**src/rtl/lla_pkg.sv**
```systemverilog
// Shared types, constants and helper functions for the least-loaded core allocator.
`default_nettype none

package lla_pkg;

  // Sizing of the core table.
  localparam int NUM_CORES    = 16;
  localparam int NUM_SOCKETS  = 4;
  localparam int MAPPED_CORES = 16;
  localparam int SCAN_CORES   = (NUM_CORES < MAPPED_CORES) ? NUM_CORES : MAPPED_CORES;
  localparam int IDX_W        = $clog2(SCAN_CORES);

  // Load counter values.
  localparam logic [7:0] RESERVE_LOAD = 8'(255);
  localparam logic [7:0] FULL_LOAD    = RESERVE_LOAD - 8'd1;

  // Operation codes.
  typedef enum logic [2:0] {
    OP_ACQ_WORKER  = 3'd0,
    OP_ACQ_IO      = 3'd1,
    OP_REL_WORKER  = 3'd2,
    OP_REL_IO      = 3'd3,
    OP_PRESERVE_IO = 3'd4,
    OP_PRESERVE_WK = 3'd5
  } op_t;

  // Result status codes.
  typedef enum logic [1:0] {
    ST_OK        = 2'd0,
    ST_NONE      = 2'd1,
    ST_INVALID   = 2'd2,
    ST_UNDERFLOW = 2'd3
  } status_t;

  // Configuration register indexes.
  typedef enum logic [1:0] {
    REG_ENABLED_MASK = 2'd0,
    REG_SOCKET_MAP   = 2'd1,
    REG_MASTER_CORE  = 2'd2,
    REG_SKIP_MASTER  = 2'd3
  } reg_idx_t;

  // Write request to the load counter bank.
  typedef struct packed {
    logic [IDX_W-1:0] addr;
    logic             we_worker;
    logic [7:0]       worker_data;
    logic             we_io;
    logic [7:0]       io_data;
  } lla_wr_t;

  // A core is usable when it exists, is online and is not an excluded master.
  function automatic logic core_usable(input logic [3:0] c, input logic [15:0] en_mask,
                                       input logic skip, input logic [3:0] master);
    logic ok;
    ok = ({1'b0, c} < 5'(SCAN_CORES)) && en_mask[c] && !(skip && (c == master));
    return ok;
  endfunction

  // Socket number of a core from the packed socket map.
  function automatic logic [1:0] core_socket(input logic [3:0] c, input logic [31:0] smap);
    logic [1:0] s;
    s = smap[{c, 1'b0} +: 2];
    return s;
  endfunction

endpackage

`default_nettype wire

```
**src/rtl/lla_load_bank.sv**
```systemverilog
// Worker and io load counters of every core, one read and one write address.
`default_nettype none

module lla_load_bank (
  input  wire logic                        clk,
  input  wire logic                        rst,
  input  wire logic [lla_pkg::IDX_W-1:0]   rd_addr,
  input  wire lla_pkg::lla_wr_t            wr,
  output logic [7:0]                       worker_rd,
  output logic [7:0]                       io_rd
);

  logic [7:0] worker_load [lla_pkg::SCAN_CORES];
  logic [7:0] io_load     [lla_pkg::SCAN_CORES];

  // Every counter starts at the reserve value, so no core is available.
  always_ff @(posedge clk) begin
    if (rst) begin
      for (int i = 0; i < lla_pkg::SCAN_CORES; i++) begin
        worker_load[i] <= lla_pkg::RESERVE_LOAD;
        io_load[i]     <= lla_pkg::RESERVE_LOAD;
      end
    end else begin
      if (wr.we_worker) begin
        worker_load[wr.addr] <= wr.worker_data;
      end
      if (wr.we_io) begin
        io_load[wr.addr] <= wr.io_data;
      end
    end
  end

  // Both counters of the addressed core are read together.
  assign worker_rd = worker_load[rd_addr];
  assign io_rd     = io_load[rd_addr];

endmodule

`default_nettype wire

```
**src/rtl/lla_cmp_unit.sv**
```systemverilog
// Shared compare unit that tracks the least loaded eligible core during a scan.
`default_nettype none

module lla_cmp_unit (
  input  wire logic                        clk,
  input  wire logic                        rst,
  input  wire logic                        clear,
  input  wire logic                        step,
  input  wire logic                        eligible,
  input  wire logic [lla_pkg::IDX_W-1:0]   idx,
  input  wire logic [7:0]                  val,
  output logic                             found,
  output logic [lla_pkg::IDX_W-1:0]        best_idx,
  output logic [7:0]                       best_val
);

  logic take;

  // A strictly lower load wins, so ties stay with the lower index.
  assign take = step && eligible && (!found || (val < best_val));

  always_ff @(posedge clk) begin
    if (rst) begin
      found <= 1'b0;
    end else if (clear) begin
      found <= 1'b0;
    end else if (take) begin
      found <= 1'b1;
    end
  end

  // The best candidate so far.
  always_ff @(posedge clk) begin
    if (take) begin
      best_idx <= idx;
      best_val <= val;
    end
  end

endmodule

`default_nettype wire

```
**src/rtl/least_loaded_core_allocator.sv**
```systemverilog
// Top level: configuration registers, operation sequencer and result register.
// An acquire goes from the accepting idle state through a scan of all cores with the
// shared comparator to an update step; a release or preserve goes to an execute step.
// A new item is taken only in the idle state; a waiting result holds the final step.
// Synchronous reset clears the configuration registers, rsp_valid and the scan index,
// returns the sequencer to idle and sets every load counter to the reserve value.
`default_nettype none

module least_loaded_core_allocator (
  input  wire logic        clk,
  input  wire logic        rst,
  // Configuration port
  input  wire logic        psel,
  input  wire logic        penable,
  input  wire logic        pwrite,
  input  wire logic [3:0]  paddr,
  input  wire logic [31:0] pwdata,
  output logic [31:0]      prdata,
  output logic             pready,
  // Request channel
  input  wire logic        req_valid,
  output logic             req_ready,
  input  wire logic [2:0]  op,
  input  wire logic [3:0]  core_index,
  input  wire logic [1:0]  socket_sel,
  input  wire logic        any_socket,
  // Response channel
  output logic             rsp_valid,
  input  wire logic        rsp_ready,
  output logic [1:0]       status,
  output logic [3:0]       chosen_core,
  output logic [7:0]       load_after
);

  typedef enum logic [1:0] {
    S_IDLE,
    S_SCAN,
    S_PICK,
    S_EXEC
  } state_t;

  state_t state;

  // Configuration registers
  logic [15:0] enabled_mask;
  logic [31:0] socket_map;
  logic [3:0]  master_core;
  logic        skip_master;

  // Latched request
  logic [2:0]  op_q;
  logic [3:0]  idx_q;
  logic [1:0]  sel_q;
  logic        any_q;

  logic [lla_pkg::IDX_W-1:0] scan_idx;
  logic [lla_pkg::IDX_W-1:0] rd_addr;
  logic [lla_pkg::IDX_W-1:0] best_idx;
  logic [7:0]                worker_rd;
  logic [7:0]                io_rd;
  logic [7:0]                cur_val;
  logic [7:0]                best_val;
  logic                      kind_io;
  logic                      found;
  logic                      eligible;
  logic                      slot_free;
  logic                      rsp_fire;
  logic                      cmp_clear;
  logic                      cmp_step;
  logic [3:0]                scan_core;
  lla_pkg::lla_wr_t          wr;
  logic [1:0]                res_status;
  logic [3:0]                res_core;
  logic [7:0]                res_load;

  // Register writes complete on the access cycle.
  assign pready = 1'b1;

  always_ff @(posedge clk) begin
    if (rst) begin
      enabled_mask <= '0;
      socket_map   <= '0;
      master_core  <= '0;
      skip_master  <= 1'b0;
    end else if (psel && penable && pwrite) begin
      case (paddr[3:2])
        lla_pkg::REG_ENABLED_MASK: enabled_mask <= pwdata[15:0];
        lla_pkg::REG_SOCKET_MAP:   socket_map   <= pwdata;
        lla_pkg::REG_MASTER_CORE:  master_core  <= pwdata[3:0];
        lla_pkg::REG_SKIP_MASTER:  skip_master  <= pwdata[0];
        default: ;
      endcase
    end
  end

  // Register readback.
  always_comb begin
    case (paddr[3:2])
      lla_pkg::REG_ENABLED_MASK: prdata = {16'd0, enabled_mask};
      lla_pkg::REG_SOCKET_MAP:   prdata = socket_map;
      lla_pkg::REG_MASTER_CORE:  prdata = {28'd0, master_core};
      lla_pkg::REG_SKIP_MASTER:  prdata = {31'd0, skip_master};
      default:                   prdata = '0;
    endcase
  end

  lla_load_bank u_bank (
    .clk       (clk),
    .rst       (rst),
    .rd_addr   (rd_addr),
    .wr        (wr),
    .worker_rd (worker_rd),
    .io_rd     (io_rd)
  );

  lla_cmp_unit u_cmp (
    .clk      (clk),
    .rst      (rst),
    .clear    (cmp_clear),
    .step     (cmp_step),
    .eligible (eligible),
    .idx      (scan_idx),
    .val      (cur_val),
    .found    (found),
    .best_idx (best_idx),
    .best_val (best_val)
  );

  // Counter selection and scan eligibility.
  assign kind_io   = (op_q == lla_pkg::OP_ACQ_IO) || (op_q == lla_pkg::OP_REL_IO);
  assign rd_addr   = (state == S_SCAN) ? scan_idx : lla_pkg::IDX_W'(idx_q);
  assign cur_val   = kind_io ? io_rd : worker_rd;
  assign scan_core = 4'(scan_idx);
  assign eligible  = lla_pkg::core_usable(scan_core, enabled_mask, skip_master, master_core)
                     && (cur_val < lla_pkg::FULL_LOAD)
                     && (any_q || (lla_pkg::core_socket(scan_core, socket_map) == sel_q));
  assign cmp_step  = (state == S_SCAN);
  assign cmp_clear = (state == S_IDLE);
  assign slot_free = !rsp_valid || rsp_ready;
  assign rsp_fire  = ((state == S_PICK) || (state == S_EXEC)) && slot_free;
  assign req_ready = (state == S_IDLE);

  // Result and counter update of the final step.
  always_comb begin
    wr             = '0;
    wr.addr        = lla_pkg::IDX_W'(idx_q);
    wr.worker_data = cur_val;
    wr.io_data     = cur_val;
    res_status     = lla_pkg::ST_INVALID;
    res_core       = '0;
    res_load       = '0;
    if (state == S_PICK) begin
      if (found) begin
        wr.addr        = best_idx;
        wr.worker_data = best_val + 8'd1;
        wr.io_data     = best_val + 8'd1;
        wr.we_io       = slot_free && kind_io;
        wr.we_worker   = slot_free && !kind_io;
        res_status     = lla_pkg::ST_OK;
        res_core       = 4'(best_idx);
        res_load       = best_val + 8'd1;
      end else begin
        res_status     = lla_pkg::ST_NONE;
      end
    end else if (state == S_EXEC &&
                 lla_pkg::core_usable(idx_q, enabled_mask, skip_master, master_core)) begin
      case (op_q)
        lla_pkg::OP_REL_WORKER, lla_pkg::OP_REL_IO: begin
          if (cur_val == 8'd0 || cur_val == lla_pkg::RESERVE_LOAD) begin
            res_status = lla_pkg::ST_UNDERFLOW;
            res_load   = cur_val;
          end else begin
            wr.worker_data = cur_val - 8'd1;
            wr.io_data     = cur_val - 8'd1;
            wr.we_io       = slot_free && kind_io;
            wr.we_worker   = slot_free && !kind_io;
            res_status     = lla_pkg::ST_OK;
            res_core       = idx_q;
            res_load       = cur_val - 8'd1;
          end
        end
        lla_pkg::OP_PRESERVE_IO: begin
          wr.io_data     = 8'd0;
          wr.worker_data = lla_pkg::RESERVE_LOAD;
          wr.we_io       = slot_free;
          wr.we_worker   = slot_free;
          res_status     = lla_pkg::ST_OK;
          res_core       = idx_q;
        end
        lla_pkg::OP_PRESERVE_WK: begin
          wr.io_data     = lla_pkg::RESERVE_LOAD;
          wr.worker_data = 8'd0;
          wr.we_io       = slot_free;
          wr.we_worker   = slot_free;
          res_status     = lla_pkg::ST_OK;
          res_core       = idx_q;
        end
        default: ;
      endcase
    end
  end

  // Sequencer, latched request and result register.
  always_ff @(posedge clk) begin
    if (rst) begin
      state     <= S_IDLE;
      rsp_valid <= 1'b0;
      scan_idx  <= '0;
    end else begin
      if (rsp_fire) begin
        rsp_valid <= 1'b1;
      end else if (rsp_valid && rsp_ready) begin
        rsp_valid <= 1'b0;
      end
      case (state)
        S_IDLE: begin
          if (req_valid) begin
            op_q     <= op;
            idx_q    <= core_index;
            sel_q    <= socket_sel;
            any_q    <= any_socket;
            scan_idx <= '0;
            if (op == lla_pkg::OP_ACQ_WORKER || op == lla_pkg::OP_ACQ_IO) begin
              state <= S_SCAN;
            end else begin
              state <= S_EXEC;
            end
          end
        end
        S_SCAN: begin
          if (scan_idx == lla_pkg::IDX_W'(lla_pkg::SCAN_CORES - 1)) begin
            state <= S_PICK;
          end else begin
            scan_idx <= scan_idx + 1'b1;
          end
        end
        S_PICK, S_EXEC: begin
          if (slot_free) begin
            status      <= res_status;
            chosen_core <= res_core;
            load_after  <= res_load;
            state       <= S_IDLE;
          end
        end
        default: state <= S_IDLE;
      endcase
    end
  end

endmodule

`default_nettype wire

```
**config.mk**
```make
export PLATFORM = sky130hd
export DESIGN_NAME = least_loaded_core_allocator
export DESIGN_NICKNAME = d
export VERILOG_FILES = /design/src/rtl/lla_pkg.sv /design/src/rtl/lla_load_bank.sv /design/src/rtl/lla_cmp_unit.sv /design/src/rtl/least_loaded_core_allocator.sv
export SDC_FILE = /design/constraint.sdc
export NUM_CORES = 1
export LEC_CHECK = 0
export ABC_AREA = 1
export BUFFER_PORTS_ARGS = -buffer_cell sky130_fd_sc_hd__buf_4
export CAP_MARGIN = 30
export CORE_MARGIN = 1.5
export CORE_UTILIZATION = 40
export CTS_BUF_LIST = sky130_fd_sc_hd__clkbuf_4
export DETAILED_ROUTE_END_ITERATION = 12
export PLACE_DENSITY = 0.64
export SYNTH_ARGS = -nofsm -noshare
export SYNTH_HDL_FRONTEND = slang
export SYNTH_SLANG_ARGS = --single-unit
```
**constraint.sdc**
```tcl
create_clock -name clk -period 9.6 [get_ports clk]
set_input_delay 1.92 -clock clk [delete_from_list [all_inputs] [get_ports clk]]
set_output_delay 1.92 -clock clk [all_outputs]
set_load 0.02 [all_outputs]
```
=== Yosys cells after proc, flatten, opt, wreduce, memory -nomap -nowiden ===
Memories as Yosys holds them, arrays and structs flattened.
Index checks and enable logic that the tools add are counted.

* Register bits after elaboration: 97
* Memory bits (writable): 256
* Input bits: 53
* Output and inout port bits: 49
* Word-level logic and storage cells: 148
* Memories: 2

{| class="wikitable"
|+ Memories
! memory !! words !! width !! read ports !! clocked after Yosys merged registers in !! write ports !! line !! source
|-
| u_bank.io_load || 16 || 8 || 1 || 0 || 16 || lla_load_bank.sv:14 || <nowiki>logic [7:0] io_load [lla_pkg::SCAN_CORES];</nowiki>
|-
| u_bank.worker_load || 16 || 8 || 1 || 0 || 16 || lla_load_bank.sv:13 || <nowiki>logic [7:0] worker_load [lla_pkg::SCAN_CORES];</nowiki>
|}

* Add/subtract/negate cells: 3
* $lt $le $gt $ge: 4
* Equal/unequal tests: 21
* Shifts and indexed selects: 1
* Multiplexer cells: 52
* Bitwise gates (word level): 1
* Reductions and logical operators: 47

{| class="wikitable"
|+ Operator list
! operator !! count
|-
| 32-bit case mux with 4 select lines || 1
|-
| 8-bit two-way mux || 8
|-
| 18-bit two-way mux || 3
|-
| 18-bit case mux with 3 select lines || 1
|-
| 4-bit two-way mux || 10
|-
| 32-bit by 6-bit indexed part select with 2-bit output || 1
|-
| 22-bit two-way mux || 1
|-
| 4-bit case mux with 2 select lines || 2
|-
| 8-bit OR reduction || 2
|-
| 1-bit logical AND || 15
|-
| 1-bit two-way mux || 15
|-
| 2-bit two-way mux || 7
|-
| 3-bit AND reduction || 4
|-
| 4-bit by 5-bit < comparator with 1-bit output, second input constant || 2
|-
| 8-bit by 1-bit adder with 8-bit output, second input constant || 1
|-
| 1-bit binary-select mux with 4-bit select || 2
|-
| 2-bit == test, second input constant || 4
|-
| 4-bit == test || 2
|-
| 8-bit == test, second input constant || 1
|-
| 8-bit logical NOT || 1
|-
| 8-bit < comparator || 1
|-
| 8-bit < comparator, second input constant || 1
|-
| 2-bit != test, second input constant || 4
|-
| 2-bit AND reduction || 4
|-
| other kinds (17) || 36
|}

=== Longest topological paths before layout ===
Gate-level depths: netlist (run 1).
An unclocked memory read counts as a cell.

* Word-level depth: 15
* Mapped depth: 28
* Gate-level depth less buffers: 25

=== Hierarchy ===
Synthesis (run 1) repeated with hierarchy kept, for this count alone.

* Cells, all modules: 2308
* Area, all modules: 18620.4 um^2

{| class="wikitable"
|+ By module, submodules not included
! module !! times used !! cells each !! area each (um^2) !! seq. area each (um^2)
|-
| lla_load_bank || 1 || 1433 || 12654.6 || 7687.4
|-
| least_loaded_core_allocator || 1 || 822 || 5355.1 || 1921.8
|-
| lla_cmp_unit || 1 || 53 || 610.6 || 380.4
|}

=== Worst setup path before layout (run 1) ===
OpenSTA, ideal clock, no wires.

* Kind: input port to output port
* Start: input paddr[3]
* End: output prdata[14]
* Arrival: 2.952 ns
* Data required time: 7.680 ns
* Setup slack: 4.728 ns
* Stages on the path: 4
* Path buffers: 1
* Cells stage by stage: nor2_1 > inv_1 > clkbuf_1 > o21ai_0

* Word-level cells in the longest chain between the ends: 2
* Elaborated cells on any way between the ends: 5
* Classes of those cells: eq/ne: 3; mux: 1; reduce/logical: 1

{| class="wikitable"
|+ Ends and longest elaborated chain
! item !! line !! source
|-
| start, declared || least_loaded_core_allocator.sv:16 || <nowiki>input wire logic [3:0] paddr,</nowiki>
|-
| 2-bit == test, or another cell as far along || least_loaded_core_allocator.sv:98 || <nowiki>case (paddr[3:2])</nowiki>
|-
| 32-bit case mux with 4 select lines * || least_loaded_core_allocator.sv:98 ||
|-
| end, declared || least_loaded_core_allocator.sv:18 || <nowiki>output logic [31:0] prdata,</nowiki>
|}

Every way passes the cells marked *; elsewhere a longest branch is shown, timed or not.

==> impl_results.md, run 1 <==
* Initial DRC count at approximately 1500
* Clk Tree Root Cell: clkbuf_4
* Crit Path Class: flip-flop to flip-flop
* Cells on worst reg2reg path at 25
* Clk buf depth at 3
* Sw Share at 47.4%
* Post-Syn Area at ~19000 um2
* CP top delay family: simple AND/OR/NAND/NOR gates
* Post CTS Setup Buffer Count at 0
* Worst hold slack at 474 ps
* Gate Count Post-Synth at 2155
* Combinational Power Share at 47.0%
* Reg power frac at between 30% and 40%
* Gr ovfl total at 0
* Critical Path RT at a little over 10000 ps
* Number of global-route vias before repair at 14900
* Seq/Total Area, Yosys at between 50% and 60%
* Clk slew on worst S/H paths at 70 ps
* Die H at 220 um
* Crit path buf inv count at 4
* Row Count at just under 80
* Worst path most repeated cell: nand2_1
* DIE AREA at between 40000 and 50000 um2
* FMAX at 156 MHz
* Critical-path maximum fanout at a little under 100
* TritonCTS buffer count at 91
* Critical-path top delay cell: nand2_8
* Core ar. at roughly 46000 um2
* GRT Util Overall at between 20% and 30%
* Run status: finished clean
* Placer Congestion at 0.923
* Max cap viols at 0
* Largest net degree at the start of global routing at 98
* Max incr delay on CP at 730 ps
* Num ports at 102
* Antenna Nets Post-Route at 0
* Synth Register Bits at roughly 350
* Skew final at 41.6 ps
* Syn Area/Cell at a little under 9 um2
* Fill count at between 4000 and 5000
* Die width at approximately 220 um
* Vias at ~16000
* H-tree depth at 3
* EDFF count, synth at slightly below 300
* Clk pwr share at 22.7%
* WP data arrival at approximately 7000 ps
* Inst Count DP at roughly 2800
* WL/cell at roughly 19 um
* RSZ-0062 raised after global routing: false
* Initial antenna violation count at 1
* # port buffers at 98
* Detailed Place HPWL at between 30000 and 40000 um
* Internal power at roughly 3 mW
* Syn nets at ~2200
* Synth async-reset ratio at 0%
* Main synth FF type: edfxtp_1
* Fin. Hold Viols at 0
* Worst setup EP type: flip-flop
* Ys Warns at 0
* Fraction of layout cells with a size suffix above 1 at around 15%
* Worst-Margin Slew at roughly 1000 ps
* HP Class: flip-flop to flip-flop
* Detailed-route DRC error count at 0
* Post-synthesis cell type count at 44
* Psw at ~2.7 mW
* Non-filler cells, final at between 2000 and 3000
* Routed vias/inst at 5.39
* Setup violators final at 0
* Pwr/cell area at between 200 and 300 nW/um2
* Critical path launch point type: flip-flop
* Critical path depth at 25
* Worst Hold Depth at 2
* Total routed wirelength at about 54000 um
* Initial Util at about two fifths
* Max IR drop VDD at roughly 0.19 mV
* First-pass GRT wire length at 84100 um
* Worst-Skew Late Latency at approximately 800 ps
* Leak at between 7 and 8 nW
* Cts-stage hold buffer count at 0
* Area growth syn-to-layout at 11.4%
* Post-CTS sizing at 0
* Final min period at about 6400 ps
* First-pass DRT Iterations at 8
* Final Max Tran Viols at 0
* Slew HR at between 30% and 40%
* Final Power at a little under 6 mW
* Tcrit/Tclk final at between 60% and 70%
* Fin Setup TNS at 0 ps
* CTS Sinks at between 300 and 400
* TritonCTS clock tree: done
* Nets at around 2300
-- stage by stage --
stage	worst slack, ps	utilization, %	instance area (um2)
CTS	3220	45.0	20900
global route	2660	45.1	20900
floorplan	4730	-	18800
finish	3190	45.1	20900
detailed placement	3200	42.6	19700
global placement	3280	42.5	19700
-- cell usage after synthesis (23+ instances only) --
master	number	area, um2
a21oi_1	80	400
inv_1	214	803
nor2_4	23	259
nand2_1	599	2250
nor2_1	104	390
clkbuf_1	41	154
nand3_1	309	1550
dfxtp_1	61	1220
nand3b_1	78	586
buf_2	39	195
edfxtp_1	292	8770
o21ai_0	136	681
-- layout make-up --
cell class	instances	area, um2	area share [%]
clock buffers	139	1040	4.99
inverters	225	847	4.05
multi-input cells	1457	7260	34.8
repair buffers	117	890	4.26
well taps	607	759	3.64
diodes	1	2.50	0.0120
flip-flops and latches	353	9990	47.8
clock inverters	11	96.3	0.461
-- cell families (layout without fill, tap and decap cells) --
kind of cell / after synthesis / after routing / synth area share (%)
DFF: 353 / 353 / 53.3
adders and majority gates: 14 / 14 / 0.934
AOI/OAI and AO/OA: 286 / 286 / 9.11
buffers and inverters: 345 / 492 / 8.20
and+or+nand+nor: 1150 / 1150 / 28.2
other: 1 / 2 / 0.0200
xor gates and xnor gates: 6 / 6 / 0.280
-- power by group through the flow --
stage	Sequential, mW	Combinational (mW)	Clock, mW
global route	1.75	2.91	1.41
detailed placement	1.78	2.66	0
CTS	1.74	2.67	1.34
global placement	1.77	2.63	0
floorplan	1.78	1.87	0
finish	1.74	2.71	1.31
-- metal layers --
| layer | track usage (%) | up-vias | share of wire (%) |
|---|---|---|---|
| met5 | 0 | - | 0 |
| met2 | 37.2 | 661 | 48 |
| met3 | 4.58 | 123 | 7.7 |
| met1 | 29.7 | 7432 | 42 |
| met4 | 8.54 | 0 | 3.0 |
| li1 | - | 7462 | - |
-- cells in the final DEF, fill, tap and decap left out, types with 61 or more instances in the layout --
cell type and n:
nand2_1 599, nand3_1 308, edfxtp_1 292, inv_1 213, clkbuf_4 139, o21ai_0 136
buf_4 115, nor2_1 104, a21oi_1 80, nand3b_1 78, dfxtp_1 61
-- state kept, by name (all words and copies together), names as in the netlist, 3 cells and up --
signal	count
load_after	8
socket_map	32
u_cmp.best_val	8
u_bank.worker_load	128
op_q	3
u_bank.io_load	128
scan_core	4
idx_q	4
master_core	4
enabled_mask	16
u_cmp.best_idx	4
chosen_core	4
-- worst paths after layout --
kind                                     from                                  to  slack (ps)
hold / removal    socket_map[30]$_SDFFE_PP0P_         socket_map[30]$_SDFFE_PP0P_         470
setup / recovery    scan_core[0]$_SDFFE_PP0P_  u_bank.io_load[7][2]$_SDFFCE_PN1P_        3190
setup reg to reg    scan_core[0]$_SDFFE_PP0P_  u_bank.io_load[7][2]$_SDFFCE_PN1P_        3190
hold reg to reg   socket_map[30]$_SDFFE_PP0P_         socket_map[30]$_SDFFE_PP0P_         470
-- worst min-delay path: stages (launching register included) --
cell	delay, ps
dfxtp_1	310
inv_1	60
a21oi_1	50
(Power assumes the default switching activity.)
==> inputs of run 2 (changes only) <==
Settings changed: PLACE_DENSITY 0.64 to 0.66.
Clock period 9.6 ns to 5.4 ns, I/O delays scaled along.
==> impl_results.md, run 2 (same netlist as run 1, synthesis figures left out) <==
* Hold_sp: core_index[2] (was socket_map[30]$_SDFFE_PP0P_)
* Initial DRC count at 1649 (was 1483)
* Reg power frac at 29.5% (was 30.2%)
* TritonCTS buffer count at 91 (unchanged)
* Detailed Place HPWL at 36900 um (was 35900 um)
* Pwr/cell area at 497 nW/um2 (was 276 nW/um2)
* Cts-stage hold buffer count at 0 (unchanged)
* Placer Congestion at 0.908 (was 0.923)
* Leak at 7.70 nW (was 7.56 nW)
* Initial antenna violation count at 2 (was 1)
* Critical R2R Launch: state[0]$_SDFFE_PP0P_ (was scan_core[0]$_SDFFE_PP0P_)
* Slew HR at 41.6% (was 32.2%)
* Final Max Tran Viols at 0 (unchanged)
* Vias at 15900 (was 15700)
* Crit Path Class: flip-flop to flip-flop (unchanged)
* Clk pwr share at 22.8% (was 22.7%)
* Tcrit/Tclk final at 92.2% (was 66.7%)
* Largest net degree at the start of global routing at 100 (was 98)
* Most frequent cells in the layout: nand2_1, nand3_1, edfxtp_1, inv_1, clkbuf_4 (unchanged)
* Worst Hold Endpoint: idx_q[2]$_DFFE_PP_ (was socket_map[30]$_SDFFE_PP0P_)
* Clk buf depth at 3 (unchanged)
* Skew final at 33.6 ps (was 41.6 ps)
* Clk slew on worst S/H paths at 70 ps (about the same)
* Largest registers: u_bank.io_load x128, u_bank.worker_load x128, socket_map x32 (unchanged)
* GRT Util Overall at 22.7% (about the same)
* Post CTS Setup Buffer Count at 0 (unchanged)
* Setup violators final at 0 (unchanged)
* Final min period at 4980 ps (was 6410 ps)
* Number of global-route vias before repair at 15100 (was 14900)
* Clk Tree Root Cell: clkbuf_4 (unchanged)
* Critical Path RT at 5950 ps (was 10100 ps)
* Detailed-route DRC error count at 0 (unchanged)
* Cells on worst reg2reg path at 21 (was 25)
* Critical path launch point type: flip-flop (unchanged)
* CTS Sinks at 353 (unchanged)
* Critical-path maximum fanout at 17 (was 97)
* Post-CTS sizing at 0 (unchanged)
* Fin Setup TNS at 0 ps (unchanged)
* Sw Share at 47.3% (was 47.4%)
* Combinational Power Share at 47.8% (was 47.0%)
* R2r endpoint: u_bank.worker_load[15][3]$_SDFFCE_PN1P_ (was u_bank.io_load[7][2]$_SDFFCE_PN1P_)
* FMAX at 201 MHz (was 156 MHz)
* # port buffers at 98 (unchanged)
* Routed vias/inst at 5.40 (was 5.39)
* Max IR drop VDD at 0.374 mV (was 0.188 mV)
* DIE AREA at 48200 um2 (unchanged)
* Die width at 220 um (unchanged)
* Worst Hold Depth at 1 (was 2)
* Worst-Skew Late Latency at 830 ps (was 780 ps)
* Die H at 220 um (unchanged)
* WP data arrival at 5520 ps (was 6910 ps)
* Fraction of layout cells with a size suffix above 1 at 15.7% (was 15.0%)
* Initial Util at 40.5% (unchanged)
* Run status: finished clean (unchanged)
* Worst-Margin Slew at 873 ps (was 1020 ps)
* Nets at 2333 (was 2312)
* Antenna Nets Post-Route at 0 (unchanged)
* Total routed wirelength at 54500 um (was 54100 um)
* TritonCTS clock tree: done (unchanged)
* Area growth syn-to-layout at 12.8% (was 11.4%)
* Commonest non-fill, non-tap cell in the layout: nand2_1 (unchanged)
* Dpl ws at 537 ps (was 3200 ps)
* First-pass GRT wire length at 83900 um (was 84100 um)
* Gr ovfl total at 0 (unchanged)
* Num ports at 102 (unchanged)
* H-tree depth at 3 (unchanged)
* HP Class: input pin to flip-flop (was flip-flop to flip-flop)
* Internal power at 5.54 mW (was 3.03 mW)
* Fin. Hold Viols at 0 (unchanged)
* Worst setup EP type: flip-flop (unchanged)
* Row Count at 79 (unchanged)
* R2r setup slk at 420 ps (was 3190 ps)
* Core ar. at 46400 um2 (unchanged)
* First-pass DRT Iterations at 9 (was 8)
* RSZ-0062 raised after global routing: false (unchanged)
* Max cap viols at 0 (unchanged)
* WL/cell at 18.5 um (was 18.6 um)
* Psw at 4.98 mW (was 2.74 mW)
* Setup ws final at 423 ps (was 3190 ps)
-- run 2: layout make-up --
type / instances / area, um2
repair buffers: 138 / 1090
clock inverters: 28 / 166
flip-flops and latches: 353 / 9990
fillers: 4459 / 25200
well taps: 607 / 759
multi-input cells: 1457 / 7260
inverters: 225 / 847
diodes: 3 / 7.51
clock buffers: 138 / 1040
-- run 2: critical path, cell delays in order (launching register included) --
cell      delay [ps]
dfxtp_1          490
nand2_2          310
o21ai_4          660
buf_4            330
o211ai_1         130
nand3_1          120
nand3_1           80
nand2_1          150
nand2_1           80
nand2_2          190
inv_1            150
ha_1             220
nand2_1           60
nor2_1            60
nand2_4          120
nand4_1          100
nand2_1           80
nand2_1           70
nand2_2          350
nand2_4          360
nor2_2           470
nand2_1          100
-- run 2: worst max-delay path by stage --
stage | startpoint | to | slack (ps) | cells after the start
3_5_place_dp | state[0]$_SDFFE_PP0P_ | u_bank.worker_load[15][3]$_SDFFCE_PN1P_ | 540 | 21
5_1_grt | state[0]$_SDFFE_PP0P_ | u_bank.worker_load[15][1]$_SDFFCE_PN1P_ | 130 | 24
3_3_place_gp | state[1]$_SDFFE_PP0P_ | u_bank.worker_load[15][6]$_SDFFCE_PN1P_ | 620 | 25
4_1_cts | state[0]$_SDFFE_PP0P_ | u_bank.worker_load[15][3]$_SDFFCE_PN1P_ | 520 | 21
6_report | state[0]$_SDFFE_PP0P_ | u_bank.worker_load[15][3]$_SDFFCE_PN1P_ | 420 | 21
2_1_floorplan | scan_core[0]$_SDFFE_PP0P_ | u_bank.worker_load[0][0]$_SDFFCE_PN1P_ | 1930 | 27
-- run 2: through the flow --
step / hold slack (ps) / power, mW / instance area [um2] / std cells / utilization, %
after global placement: 458 / 8.03 / 19900 / 2779 / 43.0
after detailed placement: 466 / 8.09 / 20000 / 2780 / 43.0
after global routing: 393 / 11.1 / 21200 / 2949 / 45.6
after floorplan: 441 / 6.48 / 18800 / 2155 / -
after CTS: 394 / 10.5 / 21200 / 2946 / 45.6
final: 453 / 10.5 / 21200 / 2949 / 45.6
-- run 2: routing by layer --
| metal | share of wire (%) | GRT usage, % | wire length (um) | up-vias |
|---|---|---|---|---|
| met2 | 46 | 36.0 | 25100 | 788 |
| met5 | 0 | 0 | 0 | - |
| li1 | - | - | - | 7513 |
| met4 | 2.8 | 8.24 | 1550 | 0 |
| met1 | 42 | 30.2 | 22700 | 7508 |
| met3 | 9.5 | 5.59 | 5170 | 111 |
-- run 2: power by group through the flow --
stage	logic [mW]	registers, mW	clock network (mW)
3_3_place_gp	4.87	3.16	0
6_report	5.03	3.10	2.39
5_1_grt	5.41	3.11	2.56
2_1_floorplan	3.32	3.16	0
3_5_place_dp	4.93	3.16	0
4_1_cts	4.94	3.10	2.42
==> inputs of run 3 (changes only) <==
Settings changed: BUFFER_PORTS_ARGS -buffer_cell sky130_fd_sc_hd__buf_4 to not set, DONT_BUFFER_PORTS set to 1, PLACE_DENSITY 0.66 to 0.64.
==> impl_results.md, run 3 (same netlist as run 1, synthesis figures left out) <==
* Largest registers: u_bank.io_load x128, u_bank.worker_load x128, socket_map x32 (unchanged)
* Total routed wirelength at 54600 um (was 54500 um)
* Vias at 15500 (was 15900)
* Final min period at 5060 ps (was 4980 ps)
* First-pass DRT Iterations at 5 (was 9)
* Most frequent cells in the layout: nand2_1, nand3_1, edfxtp_1, inv_1, clkbuf_4 (unchanged)
* Tcrit/Tclk final at 93.8% (was 92.2%)
* Detailed Place HPWL at 36400 um (was 36900 um)
* Fraction of layout cells with a size suffix above 1 at 12.4% (was 15.7%)
* Detailed-route DRC error count at 0 (unchanged)
* Fin. Hold Viols at 0 (unchanged)
* Cells on worst reg2reg path at 24 (was 21)
* Initial Util at 40.5% (unchanged)
* Cts-stage hold buffer count at 0 (unchanged)
* Critical Path RT at 5920 ps (was 5950 ps)
* Post-CTS sizing at 0 (unchanged)
* Worst Hold Depth at 1 (unchanged)
* Crit Path Class: flip-flop to flip-flop (unchanged)
* Largest net degree at the start of global routing at 100 (unchanged)
* Reg power frac at 29.4% (was 29.5%)
* Clk slew on worst S/H paths at 60 ps (was 70 ps)
* Routed vias/inst at 5.44 (was 5.40)
* Combinational Power Share at 46.7% (was 47.8%)
* Skew final at 50.4 ps (was 33.6 ps)
* Final Max Tran Viols at 0 (unchanged)
* GRT Util Overall at 22.8% (was 22.7%)
* Dpl ws at 419 ps (was 537 ps)
* Gr ovfl total at 0 (unchanged)
* Run status: finished clean (unchanged)
* Num ports at 102 (unchanged)
* Psw at 5.00 mW (was 4.98 mW)
* WL/cell at 19.1 um (was 18.5 um)
* Fin area at 20500 um2 (was 21200 um2)
* WP data arrival at 5580 ps (was 5520 ps)
* Setup ws final at 335 ps (was 423 ps)
* Leak at 7.25 nW (was 7.70 nW)
* Row Count at 79 (unchanged)
* Number of global-route vias before repair at 14700 (was 15100)
* Clk pwr share at 23.8% (was 22.8%)
* Internal power at 5.64 mW (was 5.54 mW)
* Initial DRC count at 1506 (was 1649)
* Sw Share at 47.0% (was 47.3%)
* Max cap viols at 0 (unchanged)
* Area growth syn-to-layout at 9.27% (was 12.8%)
* Critical path launch point type: flip-flop (unchanged)
* Commonest non-fill, non-tap cell in the layout: nand2_1 (unchanged)
* Post CTS Setup Buffer Count at 0 (unchanged)
* Worst setup EP type: flip-flop (unchanged)
* Pwr/cell area at 519 nW/um2 (was 497 nW/um2)
* H-tree depth at 3 (unchanged)
* # port buffers at 0 (was 98)
* Max IR drop VDD at 0.464 mV (was 0.374 mV)
* Antenna Nets Post-Route at 0 (unchanged)
* First-pass GRT wire length at 84300 um (was 83900 um)
* Final Power at 10.6 mW (was 10.5 mW)
* Core ar. at 46400 um2 (unchanged)
* Initial antenna violation count at 1 (was 2)
* Placer Congestion at 0.912 (was 0.908)
* Setup violators final at 0 (unchanged)
* Clk buf depth at 3 (unchanged)
* Clk Tree Root Cell: clkbuf_4 (unchanged)
* Cell Area, Placed at 19200 um2 (was 20000 um2)
* TritonCTS clock tree: done (unchanged)
* Die H at 220 um (unchanged)
* Slew HR at 37.4% (was 41.6%)
* DIE AREA at 48200 um2 (unchanged)
* Die width at 220 um (unchanged)
* Critical-path maximum fanout at 48 (was 17)
* FMAX at 197 MHz (was 201 MHz)
* Nets at 2235 (was 2333)
* CTS Sinks at 353 (unchanged)
* HP Class: input pin to flip-flop (unchanged)
* RSZ-0062 raised after global routing: false (unchanged)
* Worst-Skew Late Latency at 790 ps (was 830 ps)
* Worst-Margin Slew at 935 ps (was 873 ps)
* Fin Setup TNS at 0 ps (unchanged)
* TritonCTS buffer count at 95 (was 91)
* Fill count at 4479 (was 4459)
## run 3: cell types whose count changed in the layout (fill, tap and decap cells not counted), sizes merged
| cell | previous run | this run |
|---|---|---|
| buf | 138 | 36 |
| bufinv | 2 | 3 |
| clkbuf | 138 | 153 |
| clkinv | 26 | 13 |
| diode | 3 | 2 |
| inv | 224 | 225 |
## run 3: per-layer routing
| layer | up-vias | global-route usage [%] | wire length [um] |
|---|---|---|---|
| met1 | 7320 | 31.2 | 23000 |
| met2 | 762 | 34.9 | 24700 |
| met5 | - | 0 | 0 |
| met3 | 105 | 4.87 | 5110 |
| li1 | 7319 | - | - |
| met4 | 0 | 9.52 | 1720 |
## run 3: layout make-up
type / count / area [um2] / share of cell area (%)
sequential: 353 / 9990 / 48.7
multi-input combinational: 1457 / 7260 / 35.4
clock buffer: 153 / 1150 / 5.60
inverter: 225 / 847 / 4.13
tap: 607 / 759 / 3.71
timing repair buffer: 36 / 333 / 1.62
clock inverter: 17 / 146 / 0.714
antenna: 2 / 5.00 / 0.0244
## run 3: worst max-delay path: stages (launching register included)
cell and delay (ps):
dfxtp_1 480, nand2_2 320, nand2_4 200, nand2_8 210
inv_2 500, nand2_1 100, nand2_1 80, nand2_1 70
nand3_1 120, nand3_1 90, nand2_1 80, nand2_1 140
nand2_2 240, inv_1 150, ha_1 220, nand2_1 60
nor2_1 60, nand2_4 130, nand4_1 100, nand2_1 90
nand2_1 60, nand2_2 340, nand2_4 370, nor2_2 410
nand2_1 120
## run 3: stage by stage
stage,std cells,hold slack (ps),utilization (%)
after floorplan,2155,441,-
after global placement,2678,458,41.4
after detailed placement,2678,458,41.4
after CTS,2848,293,44.2
after global routing,2850,318,44.2
final,2850,359,44.2
## run 3: worst paths after layout
path,start,endpoint,slack [ps]
setup reg to reg,state[0]$_SDFFE_PP0P_,u_bank.worker_load[0][6]$_SDFFCE_PN1P_,340
hold / removal,rst,rsp_valid$_SDFFE_PP0P_,360
hold reg to reg,socket_map[31]$_SDFFE_PP0P_,socket_map[31]$_SDFFE_PP0P_,480
setup / recovery,state[0]$_SDFFE_PP0P_,u_bank.worker_load[0][6]$_SDFFCE_PN1P_,340
## run 3: power groups by stage
stage	sequential (mW)	combinational, mW	clock [mW]
floorplan	3.16	3.32	0
global placement	3.19	4.82	0
detailed placement	3.19	4.88	0
CTS	3.13	4.89	2.58
global route	3.14	5.33	2.72
finish	3.13	4.98	2.54
